<file path="config.mk">
export PLATFORM = sky130hd
export DESIGN_NAME = adc_highpass_bandpass_biquad_chain_flat
export DESIGN_NICKNAME = d
export VERILOG_FILES = /design/src/rtl/abbc_pkg.sv /design/src/rtl/abbc_in_if.sv /design/src/rtl/abbc_out_if.sv /design/src/rtl/abbc_mac.sv /design/src/rtl/adc_highpass_bandpass_biquad_chain.sv /design/src/flat_wrapper.sv
export SDC_FILE = /design/constraint.sdc
export NUM_CORES = 2
export LEC_CHECK = 0
export BUFFER_PORTS_ARGS = -buffer_cell sky130_fd_sc_hd__buf_2
export CAP_MARGIN = 30
export CORE_ASPECT_RATIO = 0.8
export CORE_UTILIZATION = 59
export DETAILED_ROUTE_END_ITERATION = 10
export PLACE_DENSITY = 0.74
export SLEW_MARGIN = 10
export SYNTH_ARGS = -nofsm -noshare
export SYNTH_HDL_FRONTEND = slang
export SYNTH_SLANG_ARGS = --single-unit
</file>
<file path="constraint.sdc">
create_clock -name clk -period 8.85 [get_ports clk]
set_input_delay 1.77 -clock clk [delete_from_list [all_inputs] [get_ports clk]]
set_output_delay 1.77 -clock clk [all_outputs]
set_load 0.01 [all_outputs]
</file>
<file path="src/rtl/abbc_pkg.sv">
`timescale 1ns / 1ps
// Package with the shared types, register indexes and the microcode program of the biquad chain.
package abbc_pkg;

  localparam int COEF_W    = 16;
  localparam int SAMP_W    = 32;
  localparam int OUT_W     = 16;
  localparam int CFG_IDX_W = 3;

  typedef logic [CFG_IDX_W-1:0] cfg_idx_t;

  localparam cfg_idx_t REG_HP_FEED  = 3'd0;
  localparam cfg_idx_t REG_HP_BACK1 = 3'd1;
  localparam cfg_idx_t REG_HP_BACK2 = 3'd2;
  localparam cfg_idx_t REG_BP_FEED  = 3'd3;
  localparam cfg_idx_t REG_BP_BACK1 = 3'd4;
  localparam cfg_idx_t REG_BP_BACK2 = 3'd5;

  localparam logic signed [COEF_W-1:0] RST_HP_FEED  = 16'sd15935;
  localparam logic signed [COEF_W-1:0] RST_HP_BACK1 = -16'sd31859;
  localparam logic signed [COEF_W-1:0] RST_HP_BACK2 = 16'sd15499;
  localparam logic signed [COEF_W-1:0] RST_BP_FEED  = 16'sd6729;
  localparam logic signed [COEF_W-1:0] RST_BP_BACK1 = -16'sd17595;
  localparam logic signed [COEF_W-1:0] RST_BP_BACK2 = 16'sd2926;

  typedef logic [3:0] pc_t;

  localparam pc_t PC_IDLE   = 4'd0;
  localparam pc_t PC_FINISH = 4'd10;

  // Operand that the shared multiplier sees next to the selected coefficient.
  typedef enum logic [2:0] {
    DSEL_HP_DIFF,
    DSEL_HP_Y1,
    DSEL_HP_Y2,
    DSEL_BP_DIFF,
    DSEL_BP_Y1,
    DSEL_BP_Y2
  } dsel_t;

  typedef enum logic [1:0] {
    ACC_HOLD,
    ACC_LOAD,
    ACC_SUB
  } acc_op_t;

  typedef enum logic [1:0] {
    JMP_NEXT,
    JMP_WAIT_IN,
    JMP_WAIT_OUT,
    JMP_GOTO
  } jmp_t;

  typedef struct packed {
    jmp_t     jmp;
    pc_t      target;
    cfg_idx_t coef;
    dsel_t    dsel;
    acc_op_t  acc_op;
    logic     hp_wr;
  } uword_t;

  // The program. The product of a step is accumulated in the step after it.
  function automatic uword_t ucode(input pc_t pc);
    uword_t w;
    w = '{jmp: JMP_NEXT, target: PC_IDLE, coef: REG_HP_FEED, dsel: DSEL_HP_DIFF,
          acc_op: ACC_HOLD, hp_wr: 1'b0};
    case (pc)
      4'd0: begin
        w.jmp = JMP_WAIT_IN;
      end
      4'd1: begin
        w.coef = REG_HP_FEED;
        w.dsel = DSEL_HP_DIFF;
      end
      4'd2: begin
        w.coef   = REG_HP_BACK1;
        w.dsel   = DSEL_HP_Y1;
        w.acc_op = ACC_LOAD;
      end
      4'd3: begin
        w.coef   = REG_HP_BACK2;
        w.dsel   = DSEL_HP_Y2;
        w.acc_op = ACC_SUB;
      end
      4'd4: begin
        w.acc_op = ACC_SUB;
      end
      4'd5: begin
        w.hp_wr = 1'b1;
      end
      4'd6: begin
        w.coef = REG_BP_FEED;
        w.dsel = DSEL_BP_DIFF;
      end
      4'd7: begin
        w.coef   = REG_BP_BACK1;
        w.dsel   = DSEL_BP_Y1;
        w.acc_op = ACC_LOAD;
      end
      4'd8: begin
        w.coef   = REG_BP_BACK2;
        w.dsel   = DSEL_BP_Y2;
        w.acc_op = ACC_SUB;
      end
      4'd9: begin
        w.acc_op = ACC_SUB;
      end
      4'd10: begin
        w.jmp    = JMP_WAIT_OUT;
        w.target = PC_IDLE;
      end
      default: begin
        w.jmp    = JMP_GOTO;
        w.target = PC_IDLE;
      end
    endcase
    return w;
  endfunction

endpackage

</file>
<file path="src/rtl/abbc_in_if.sv">
`timescale 1ns / 1ps
// Input channel interface carrying one converter code per transaction.
interface abbc_in_if #(
  parameter int ADC_BITS = 12
) ();
  logic                valid;
  logic                ready;
  logic [ADC_BITS-1:0] adc_code;

  modport source (output valid, output adc_code, input ready);
  modport sink (input valid, input adc_code, output ready);
endinterface

</file>
<file path="src/rtl/abbc_out_if.sv">
`timescale 1ns / 1ps
// Result channel interface carrying one filtered sample per transaction.
interface abbc_out_if
  import abbc_pkg::*;
();
  logic                    valid;
  logic                    ready;
  logic signed [OUT_W-1:0] filtered_sample;

  modport source (output valid, output filtered_sample, input ready);
  modport sink (input valid, input filtered_sample, output ready);
endinterface

</file>
<file path="src/rtl/abbc_mac.sv">
`timescale 1ns / 1ps
// Shared multiply-accumulate unit with rounding, scaling and 32-bit saturation.
module abbc_mac
  import abbc_pkg::*;
#(
  parameter int OPW            = 33,
  parameter int COEF_FRAC_BITS = 14
) (
  input  logic                     clk,
  input  logic signed [COEF_W-1:0] coef,
  input  logic signed [OPW-1:0]    operand,
  input  acc_op_t                  acc_op,
  output logic signed [SAMP_W-1:0] scaled
);

  localparam int PRODW = COEF_W + OPW;
  localparam int ACCW  = PRODW + 2;
  localparam logic signed [ACCW-1:0] HALF =
    {{(ACCW-1){1'b0}}, 1'b1} << (COEF_FRAC_BITS - 1);

  logic signed [PRODW-1:0] prod_r;
  logic signed [ACCW-1:0]  acc_r;
  logic signed [ACCW-1:0]  rnd;
  logic signed [ACCW-1:0]  shifted;
  logic [ACCW-SAMP_W:0]    upper;

  always_ff @(posedge clk) begin
    prod_r <= coef * operand;
    case (acc_op)
      ACC_LOAD: acc_r <= ACCW'(prod_r);
      ACC_SUB:  acc_r <= acc_r - ACCW'(prod_r);
      default:  acc_r <= acc_r;
    endcase
  end

  // Round half up, then floor shift.
  assign rnd     = acc_r + HALF;
  assign shifted = rnd >>> COEF_FRAC_BITS;
  assign upper   = shifted[ACCW-1:SAMP_W-1];

  always_comb begin
    if ((&upper) || !(|upper)) begin
      scaled = shifted[SAMP_W-1:0];
    end else begin
      scaled = {shifted[ACCW-1], {(SAMP_W-1){~shifted[ACCW-1]}}};
    end
  end

endmodule

</file>
<file path="src/rtl/adc_highpass_bandpass_biquad_chain.sv">
`timescale 1ns / 1ps
// Each accepted input runs the whole microcode program, which puts all six products of
// both biquads through one shared multiplier and accumulator; no new input is taken
// until the program has finished and returned to its idle step.
// A new input is taken while the previous result still waits on the output register.
// Reset (rst_n, synchronous, active low) restores the coefficients and clears all history.
module adc_highpass_bandpass_biquad_chain
  import abbc_pkg::*;
#(
  parameter int ADC_BITS         = 12,
  parameter int COEF_FRAC_BITS   = 14,
  parameter int SAMPLE_FRAC_BITS = 8
) (
  input  logic              clk,
  input  logic              rst_n,
  abbc_in_if.sink           in_chan,
  abbc_out_if.source        out_chan,
  input  logic              cfg_wr_en,
  input  cfg_idx_t          cfg_index,
  input  logic [COEF_W-1:0] cfg_data
);

  // The feed-forward term of the high-pass stage, x0 - 2*x1 + x2, needs 18 bits
  // before it is scaled to the sample format; the band-pass difference needs 33.
  localparam int DIFFW = 19 + SAMPLE_FRAC_BITS;
  localparam int OPW   = (DIFFW > SAMP_W + 1) ? DIFFW : SAMP_W + 1;
  localparam logic [ADC_BITS-1:0] ADC_MID = {1'b1, {(ADC_BITS-1){1'b0}}};
  localparam logic signed [SAMP_W:0] OUT_MAX = 33'sd32767;
  localparam logic signed [SAMP_W:0] OUT_MIN = -33'sd32768;

  // Sequencer and coefficient registers.
  pc_t    pc_r, pc_nxt;
  uword_t uw;

  logic signed [COEF_W-1:0] hp_feed_r, hp_back1_r, hp_back2_r;
  logic signed [COEF_W-1:0] bp_feed_r, bp_back1_r, bp_back2_r;

  // Sample history. The high-pass output history doubles as the band-pass input history.
  logic signed [15:0]       x0_r, hx1_r, hx2_r;
  logic signed [SAMP_W-1:0] hp_r, hy1_r, hy2_r, by1_r, by2_r;

  logic                    out_valid_r;
  logic signed [OUT_W-1:0] out_sample_r;

  logic                     in_fire;
  logic                     slot_free;
  logic [ADC_BITS-1:0]      code_diff;
  logic [15:0]              centred;
  logic signed [COEF_W-1:0] coef_sel;
  logic signed [OPW-1:0]    operand;
  logic signed [SAMP_W-1:0] scaled;
  logic signed [SAMP_W:0]   bp_ext, bp_mag, bp_qmag, bp_q;
  logic signed [OUT_W-1:0]  out_sat;

  assign uw = ucode(pc_r);

  // No input is taken while reset is held.
  assign in_chan.ready = (uw.jmp == JMP_WAIT_IN) && rst_n;
  assign in_fire       = in_chan.valid && in_chan.ready;
  // The finishing step may write the output register once it is empty or being drained.
  assign slot_free     = !out_valid_r || out_chan.ready;

  assign out_chan.valid           = out_valid_r;
  assign out_chan.filtered_sample = out_sample_r;

  // Centring wraps modulo 2^16, which is why code zero lands on the most negative value.
  assign code_diff = ADC_MID - in_chan.adc_code;
  assign centred   = 16'(code_diff) << (16 - ADC_BITS);

  always_comb begin
    case (uw.coef)
      REG_HP_FEED:  coef_sel = hp_feed_r;
      REG_HP_BACK1: coef_sel = hp_back1_r;
      REG_HP_BACK2: coef_sel = hp_back2_r;
      REG_BP_FEED:  coef_sel = bp_feed_r;
      REG_BP_BACK1: coef_sel = bp_back1_r;
      REG_BP_BACK2: coef_sel = bp_back2_r;
      default:      coef_sel = hp_feed_r;
    endcase
  end

  // Because b2 = b0 and b1 = -2*b0 in the high-pass stage, and b1 = 0, b2 = -b0 in the
  // band-pass stage, each stage folds its feed-forward taps into one product.
  always_comb begin
    case (uw.dsel)
      DSEL_HP_DIFF: operand = (OPW'(x0_r) - (OPW'(hx1_r) <<< 1) + OPW'(hx2_r))
                              <<< SAMPLE_FRAC_BITS;
      DSEL_HP_Y1:   operand = OPW'(hy1_r);
      DSEL_HP_Y2:   operand = OPW'(hy2_r);
      DSEL_BP_DIFF: operand = OPW'(hp_r) - OPW'(hy2_r);
      DSEL_BP_Y1:   operand = OPW'(by1_r);
      DSEL_BP_Y2:   operand = OPW'(by2_r);
      default:      operand = '0;
    endcase
  end

  abbc_mac #(
    .OPW            (OPW),
    .COEF_FRAC_BITS (COEF_FRAC_BITS)
  ) u_mac (
    .clk     (clk),
    .coef    (coef_sel),
    .operand (operand),
    .acc_op  (uw.acc_op),
    .scaled  (scaled)
  );

  // In the finishing step the scaled accumulator holds the band-pass result. The
  // output drops the fraction bits toward zero and saturates to 16 bits.
  assign bp_ext  = (SAMP_W + 1)'(scaled);
  assign bp_mag  = bp_ext[SAMP_W] ? -bp_ext : bp_ext;
  assign bp_qmag = bp_mag >>> SAMPLE_FRAC_BITS;
  assign bp_q    = bp_ext[SAMP_W] ? -bp_qmag : bp_qmag;

  always_comb begin
    if (bp_q > OUT_MAX) begin
      out_sat = OUT_MAX[OUT_W-1:0];
    end else if (bp_q < OUT_MIN) begin
      out_sat = OUT_MIN[OUT_W-1:0];
    end else begin
      out_sat = bp_q[OUT_W-1:0];
    end
  end

  always_comb begin
    case (uw.jmp)
      JMP_NEXT:     pc_nxt = pc_r + 4'd1;
      JMP_WAIT_IN:  pc_nxt = in_fire ? pc_r + 4'd1 : pc_r;
      JMP_WAIT_OUT: pc_nxt = slot_free ? uw.target : pc_r;
      JMP_GOTO:     pc_nxt = uw.target;
      default:      pc_nxt = PC_IDLE;
    endcase
  end

  always_ff @(posedge clk) begin
    if (!rst_n) begin
      pc_r        <= PC_IDLE;
      out_valid_r <= 1'b0;
      hp_feed_r   <= RST_HP_FEED;
      hp_back1_r  <= RST_HP_BACK1;
      hp_back2_r  <= RST_HP_BACK2;
      bp_feed_r   <= RST_BP_FEED;
      bp_back1_r  <= RST_BP_BACK1;
      bp_back2_r  <= RST_BP_BACK2;
      hx1_r       <= '0;
      hx2_r       <= '0;
      hy1_r       <= '0;
      hy2_r       <= '0;
      by1_r       <= '0;
      by2_r       <= '0;
    end else begin
      pc_r <= pc_nxt;

      if (cfg_wr_en) begin
        case (cfg_index)
          REG_HP_FEED:  hp_feed_r  <= cfg_data;
          REG_HP_BACK1: hp_back1_r <= cfg_data;
          REG_HP_BACK2: hp_back2_r <= cfg_data;
          REG_BP_FEED:  bp_feed_r  <= cfg_data;
          REG_BP_BACK1: bp_back1_r <= cfg_data;
          REG_BP_BACK2: bp_back2_r <= cfg_data;
          default: ;
        endcase
      end

      if (uw.jmp == JMP_WAIT_OUT && slot_free) begin
        // Commit the sample: shift all histories and load the output register.
        hx1_r        <= x0_r;
        hx2_r        <= hx1_r;
        hy1_r        <= hp_r;
        hy2_r        <= hy1_r;
        by1_r        <= scaled;
        by2_r        <= by1_r;
        out_valid_r  <= 1'b1;
        out_sample_r <= out_sat;
      end else if (out_chan.ready) begin
        out_valid_r <= 1'b0;
      end
    end
  end

  always_ff @(posedge clk) begin
    if (in_fire) begin
      x0_r <= centred;
    end
    if (uw.hp_wr) begin
      hp_r <= scaled;
    end
  end

  // An accepted input always starts the program at its first working step.
  assert property (@(posedge clk) disable iff (!rst_n)
    (in_chan.valid && in_chan.ready) |=> (pc_r == 4'd1))
    else $error("sequencer did not start after an input transaction");

  // A result only appears right after the finishing step.
  assert property (@(posedge clk) disable iff (!rst_n)
    $rose(out_valid_r) |-> ($past(pc_r) == PC_FINISH))
    else $error("output became valid outside the finishing step");

  // The step counter never leaves the program.
  assert property (@(posedge clk) disable iff (!rst_n)
    (pc_r <= PC_FINISH))
    else $error("step counter ran past the end of the program");

  // The captured input holds for the whole run of the program.
  assert property (@(posedge clk) disable iff (!rst_n)
    (pc_r > 4'd1) |-> $stable(x0_r))
    else $error("input sample changed while the program was running");

endmodule

</file>
<file path="src/flat_wrapper.sv">
// flat-port wrapper written by rule: the top's interface ports become plain ports
module adc_highpass_bandpass_biquad_chain_flat import abbc_pkg::*;
#(
  parameter int ADC_BITS         = 12,
  parameter int COEF_FRAC_BITS   = 14,
  parameter int SAMPLE_FRAC_BITS = 8
)
  (clk, rst_n, cfg_wr_en, cfg_index, cfg_data, in_chan_valid, in_chan_adc_code, in_chan_ready, out_chan_valid, out_chan_filtered_sample, out_chan_ready);
  abbc_in_if #(.ADC_BITS(ADC_BITS)) in_chan_i ();
  abbc_out_if out_chan_i ();
  input  logic clk;
  input  logic rst_n;
  input  logic cfg_wr_en;
  input  cfg_idx_t cfg_index;
  input  logic [COEF_W-1:0] cfg_data;
  input wire logic [$bits(in_chan_i.valid)-1:0] in_chan_valid;
  input wire logic [$bits(in_chan_i.adc_code)-1:0] in_chan_adc_code;
  output wire logic [$bits(in_chan_i.ready)-1:0] in_chan_ready;
  output wire logic [$bits(out_chan_i.valid)-1:0] out_chan_valid;
  output wire logic [$bits(out_chan_i.filtered_sample)-1:0] out_chan_filtered_sample;
  input wire logic [$bits(out_chan_i.ready)-1:0] out_chan_ready;
  assign in_chan_i.valid = in_chan_valid;
  assign in_chan_i.adc_code = in_chan_adc_code;
  assign in_chan_ready = in_chan_i.ready;
  assign out_chan_valid = out_chan_i.valid;
  assign out_chan_filtered_sample = out_chan_i.filtered_sample;
  assign out_chan_i.ready = out_chan_ready;
  adc_highpass_bandpass_biquad_chain #(.ADC_BITS(ADC_BITS), .COEF_FRAC_BITS(COEF_FRAC_BITS), .SAMPLE_FRAC_BITS(SAMPLE_FRAC_BITS)) u_core (.clk(clk), .rst_n(rst_n), .in_chan(in_chan_i), .out_chan(out_chan_i), .cfg_wr_en(cfg_wr_en), .cfg_index(cfg_index), .cfg_data(cfg_data));
endmodule
</file>
# Yosys cells after proc, flatten, opt, wreduce, memory -nomap -nowiden
# Cells that the tools add are included.
dict set report word_totals {
  ff_bits 413
  inputBits 36
  out_inout_bits 18
  elab_cells 106
}
dict set report classes {
  add_sub_neg 9
  mul 1
  magnitude_cmp 2
  eq_ne 32
  mux 16
  n_bitwise 1
  n_reduce_logical 26
}
# operator count
set op_table {}
lappend op_table {{$pmux 33 s6} 1}
lappend op_table {{$pmux 51 s2} 1}
lappend op_table {{$pmux 16 s5} 1}
lappend op_table {{$mux 33} 2}
lappend op_table {{$add 51x15->51 const B} 1}
lappend op_table {{$sub 51x49->51} 1}
lappend op_table {{$mul 16x33->49} 1}
lappend op_table {{$gt 33x16->1 const B} 1}
lappend op_table {{$lt 33x16->1 const B} 1}
lappend op_table {{$neg 25->33} 1}
lappend op_table {{$neg 32->33} 1}
lappend op_table {{$sub 32x32->33} 1}
lappend op_table {{$mux 32} 1}
lappend op_table {{$pmux 6 s5} 1}
lappend op_table {{$add 18x16->19} 1}
lappend op_table {{$eq 3x2->1 const B} 6}
lappend op_table {{$eq 3x3->1 const B} 6}
lappend op_table {{$sub 16x17->18} 1}
lappend op_table {{$eq 4x3->1 const B} 4}
lappend op_table {{$mux 16} 1}
lappend op_table {{$pmux 4 s4} 1}
lappend op_table {{$reduce_and 2->1} 8}
lappend op_table {{$eq 4x4->1 const B} 3}
lappend op_table {{$sub 12x12->12 const A} 1}
lappend op_table {{other kinds (24)} 40}

# Logic depth before layout (Yosys ltp)
dict set report logic_depth {
  depth_word 11
  ltp_mapped 42
  ltp_nobuf 41
}

# By module
# Synthesis repeated with hierarchy kept, for this count alone.
dict set report unflattened {
  cells_unflattened 4890
  hier_area_um2 42206.7
}
# module n_inst cells_per_inst area_per_inst_um2 seq_area_each_um2
set modules_own_cells {}
lappend modules_own_cells {abbc_mac 1 2880 25230.4 2512.4}
lappend modules_own_cells {adc_highpass_bandpass_biquad_chain 1 2010 16976.3 6866.6}

# Worst setup path before layout
# Ideal clock, no wire load.
dict set report synth_timing {
  kind {register -> register}
  from {register u_core.hp_r[0]}
  to {register u_core.u_mac.prod_r[48]}
  setup_ns 0.124
  arrival_ns 9.621
  t_required_ns 8.726
  path_slack_ns -0.895
  stages_incl_launch_ff 37
  path_buffers 0
  period_less_slack_ns 9.745
  cell_sequence {edfxtp_1 inv_1 ha_1 fa_1 nor2b_1 o21ai_0 a21boi_0 nor2b_1 o31ai_1 a41o_1 o21ai_0 xnor2_1 a221oi_1 nor2_1 fa_1 fa_1 fa_1 fa_1 inv_1 fa_1 inv_1 fa_1 ha_1 and3_1 a221o_1 a21oi_1 nor3b_1 o31a_1 o21ai_0 a211oi_1 nor3_1 a311o_1 a211oi_1 o21ai_0 a221oi_1 mux2i_1 nand3_1}
}
dict set report synth_between {
  elab_chain_cells 3
}
# item line
set synth_rtl {}
lappend synth_rtl {{start: declaration} adc_highpass_bandpass_biquad_chain.sv:40} ;# logic signed [SAMP_W-1:0] hp_r, hy1_r, hy2_r, by1_r, by2_r;
lappend synth_rtl {{start signal: assignment} adc_highpass_bandpass_biquad_chain.sv:187} ;# hp_r <= scaled;
lappend synth_rtl {{$sub 32x32->33} adc_highpass_bandpass_biquad_chain.sv:90} ;# DSEL_BP_DIFF: operand = OPW'(hp_r) - OPW'(hy2_r);
lappend synth_rtl {{$pmux 33 s6} adc_highpass_bandpass_biquad_chain.sv:85} ;# case (uw.dsel)
lappend synth_rtl {{$mul 16x33->49} abbc_mac.sv:28} ;# prod_r <= coef * operand;
lappend synth_rtl {{end signal: assignment} abbc_mac.sv:28}
lappend synth_rtl {{end: declaration} abbc_mac.sv:21} ;# logic signed [PRODW-1:0] prod_r;
# No other way between the ends.
# A chain may end at the register's enable or synchronous reset.

# Worst setup path after layout
dict set report layout_timing {
  from {register u_core.hp_r[0]}
  to {register u_core.u_mac.prod_r[44]}
}
# The elaborated chain is that of the path after synthesis.

==> out/metrics.cfg <==
[status]
run_status=complete, but fails checks
failed_checks=negative setup slack

[setup_path]
ff2ff_setup_slack_ns=-0.65
crit_fanout=5
critical_path_cell_count=43
crit_start=u_core.hp_r[0]
path_delay_family=adder cells
timing.critical_path.slowest_cell_delay_ns=0.55
endpoint_kind=register
timing.rr.end=u_core.u_mac.prod_r[44]
critical_path_required_ns=9.40
kind_of_launch_point_of_the_worst_setup_path=register
crit_type=register to register
worst_r2r_startpoint=u_core.hp_r[0]
ff2ff_path_depth=43
slowest_stage=sky130_fd_sc_hd__fa_2
worstPathBufferInverterCount=11
endpoint=u_core.u_mac.prod_r[44]
worstPathArrival_ns=10.05

[placement]
placed_cell_areas_sq_mm=0.04667
place.detailed.hpwl_um=97200
routabilityCongestion=1.033
input_output_buffers=53

[die]
floorplan.rows=86
core-area_sq_mm=0.06951
die_w_um=299.6
effective_utilization_at_floorplan_pct=60.15
fp.dieH_um=240.1
fp.dieArea_sq_mm=0.07194
io-pin-count=54

[cts]
ctsHtreeMaxLevel=2
cts-buffers-inserted=45
clk-insertion-delay-late_ns=0.63
tritoncts_clock_tree=built
cts_hold_repair.buffers=0
clock_slew_at_the_register_clock_pins_of_the_worst_setup_and_hold_paths_ns=0.06
cts_root_buf=sky130_fd_sc_hd__clkbuf_16
clock_tree.buffer_depth=3
numClockSinks=413

[worst_hold_path]
hold_path_class=register to register
min_delay_path_depth=2

[logic_synthesis]
post_synthesis_average_cell_area_sq_um=8.512
ys.flop_type=sky130_fd_sc_hd__dfxtp_1
synth_area_leader_cell=sky130_fd_sc_hd__fa_1
number_of_distinct_library_cells_after_synthesis=85
syn-num-nets=5684
post_synth_inst_count=4912
synth_area_sq_mm=0.04181
synth-seq-cells=413
proportion_of_synthesized_flip_flops_having_asynchronous_set_or_reset_pct=0
sequential_cell_area_fraction_in_the_yosys_report_pct=22.43
synth-edff-count=111
synth.area.top_cells=sky130_fd_sc_hd__fa_1, sky130_fd_sc_hd__dfxtp_1, sky130_fd_sc_hd__edfxtp_1, sky130_fd_sc_hd__nand2_1, sky130_fd_sc_hd__ha_1
synth_top_cell_area_share_pct=24.66
ys_warnings=0

[timing]
post-route-min-period_ns=9.500
period_share_pct=107.3
max_slew_margin_pct=30.38
finalWorstSetupSlack_ns=-0.6495
report.final.setup_viol=12
worst-slew-pin-transition_ns=1.044
finalHoldWorstSlack_ns=0.4652
fin_worst_skew_ns=0.03052
setup_repair_after_global_routing_missed_its_margin=true
maxSlewViolCount=0
final_report_hold_violation_count=0
achievable-frequency_ghz=0.1053

[grt]
gr-total-overflow=0
grt_pass1_wl_um=200300
first_global_vias=36330
grt_start_max_net_pins=97
global_route.usage.total_pct=35.64
initial_antenna_violation_count=2

[final_layout]
areaGrowthSynthToFinish_pct=18.24
final.fill_count=5450
final_layout_size_suffix_gt1_share_pct=16.37
antenna_diodes=0
mostFrequentLayoutCell=sky130_fd_sc_hd__nand2_1
nets_final=6083
layout.cells.most_common_list=sky130_fd_sc_hd__nand2_1, sky130_fd_sc_hd__inv_1, sky130_fd_sc_hd__fa_1
multi_input_area_sq_mm=0.02997
postLayoutCellArea_sq_mm=0.04944
seq_area_sq_mm=0.009380

[flow_run]
cap_viol_max_count=0

[detailed_routing]
detailroute.via_count=36480
detail_route.wl_per_cell_um=19.90
avgViaCountPerCell=5.818
wl_um=124800
drc=0
ant_nets=0
drt_first_pass_iters=8
dr.first_iter.drc_count=3512

-- metrics by stage --
stage,utilization [%],std cells,setup WS (ns),setup TNS (ns)
6_report,71.13,6270,-0.6495,-4.315
3_5_place_dp,67.15,6134,-0.7749,-7.630
5_1_grt,71.13,6270,-1.034,-9.376
2_1_floorplan,-,4912,-0.003888,-0.003888
3_3_place_gp,67.08,6129,-0.7029,-6.292
4_1_cts,70.62,6258,-0.5048,-2.815
-- routing by layer --
metal	routed length, um	vias to the layer above	track usage, %
met5	0	-	0
met4	4972	0	13.23
met3	12890	278	8.738
met2	54900	1512	54.54
met1	52000	17870	49.02
li1	-	16820	-
-- worst min-delay path by stage --
stage | startpoint | endpoint
2_1_floorplan | u_core.bp_feed_r[0] | u_core.bp_feed_r[0]
3_3_place_gp | u_core.hp_back2_r[10] | u_core.hp_back2_r[10]
3_5_place_dp | u_core.bp_back1_r[12] | u_core.bp_back1_r[12]
4_1_cts | u_core.by2_r[30] | u_core.by2_r[30]
5_1_grt | u_core.hp_feed_r[7] | u_core.hp_feed_r[7]
6_report | u_core.by2_r[30] | u_core.by2_r[30]
-- repair_timing --
item | CTS | global route
setup endpoints to repair | 18 | 22
resized for setup | 118 | 58
pin swaps | 75 | 69
setup buffers | 44 | 18
-- logic make-up (layout without fill, tap and decap cells) --
family	after synthesis	in the layout	share of synthesized area [%]
buffers and inverters	951	1385	8.582
flip-flops	413	413	22.43
multiplexers	23	23	0.5626
AND/OR/NAND/NOR	1688	1688	17.41
adder cells (fa/ha/maj)	736	736	31.27
XOR/XNOR	200	200	4.189
AO/OA/AOI/OAI	901	901	15.55
-- Yosys cell counts, types with 11 or more instances --
master                     count
sky130_fd_sc_hd__nand2b_1     37
sky130_fd_sc_hd__dfxtp_1     302
sky130_fd_sc_hd__ha_1        221
sky130_fd_sc_hd__o211ai_1     17
sky130_fd_sc_hd__xnor2_1     139
sky130_fd_sc_hd__a221oi_1     27
sky130_fd_sc_hd__and3_1       29
sky130_fd_sc_hd__o21a_1       23
sky130_fd_sc_hd__mux2i_1      19
sky130_fd_sc_hd__nor2b_1      27
sky130_fd_sc_hd__a31oi_1      26
sky130_fd_sc_hd__nand4_1      30
sky130_fd_sc_hd__a22oi_1      25
sky130_fd_sc_hd__o31a_1       11
sky130_fd_sc_hd__buf_1        15
sky130_fd_sc_hd__o21ai_0     136
sky130_fd_sc_hd__a22o_1       36
sky130_fd_sc_hd__a221o_1      58
sky130_fd_sc_hd__nand3_1     108
sky130_fd_sc_hd__nor3_1       53
sky130_fd_sc_hd__nor3b_1      16
sky130_fd_sc_hd__nand2_1     822
sky130_fd_sc_hd__edfxtp_1    111
sky130_fd_sc_hd__nor4_1       16
sky130_fd_sc_hd__a21boi_0    196
sky130_fd_sc_hd__o21ai_1      13
sky130_fd_sc_hd__o21bai_1     17
sky130_fd_sc_hd__fa_1        515
sky130_fd_sc_hd__and2_1       16
sky130_fd_sc_hd__or2_2        29
sky130_fd_sc_hd__or3_1        11
sky130_fd_sc_hd__a21oi_1     130
sky130_fd_sc_hd__nor2_1      457
sky130_fd_sc_hd__a211o_1      15
sky130_fd_sc_hd__a21o_1       49
sky130_fd_sc_hd__xor2_1       61
sky130_fd_sc_hd__clkbuf_1    200
sky130_fd_sc_hd__a211oi_1     38
sky130_fd_sc_hd__inv_1       724
-- sequential cells by signal, indices dropped and copies added, names as in the netlist --
name / flops
u_core.out_chan.filtered_sample: 16
u_core.bp_back2_r: 16
u_core.by1_r: 32
u_core.pc_r: 4
u_core.out_chan.valid: 1
u_core.hy1_r: 32
u_core.by2_r: 32
u_core.bp_feed_r: 16
u_core.bp_back1_r: 16
u_core.u_mac.acc_r: 51
u_core.hx1_r: 12
u_core.hp_back2_r: 16
u_core.hp_r: 32
u_core.hx2_r: 12
u_core.hy2_r: 32
u_core.hp_back1_r: 16
u_core.hp_feed_r: 16
u_core.u_mac.prod_r: 49
u_core.x0_r: 12
-- cell type report --
cell class / instances / share of cell area (%)
clock buffers: 65 / 2.741
clock inverters: 17 / 0.4403
inverters: 725 / 5.509
multi-input cells: 3548 / 60.62
flip-flops and latches: 413 / 18.97
well taps: 924 / 2.338
repair buffers: 578 / 9.379
-- worst min-delay path, cell delays in order, from the launching register on --
cell and delay (ns):
sky130_fd_sc_hd__dfxtp_1 0.31, sky130_fd_sc_hd__nand2_1 0.05, sky130_fd_sc_hd__a21boi_0 0.06
Power is not shown: default switching activity piles up to over one toggle a cycle in this logic, so the estimate is an artifact.
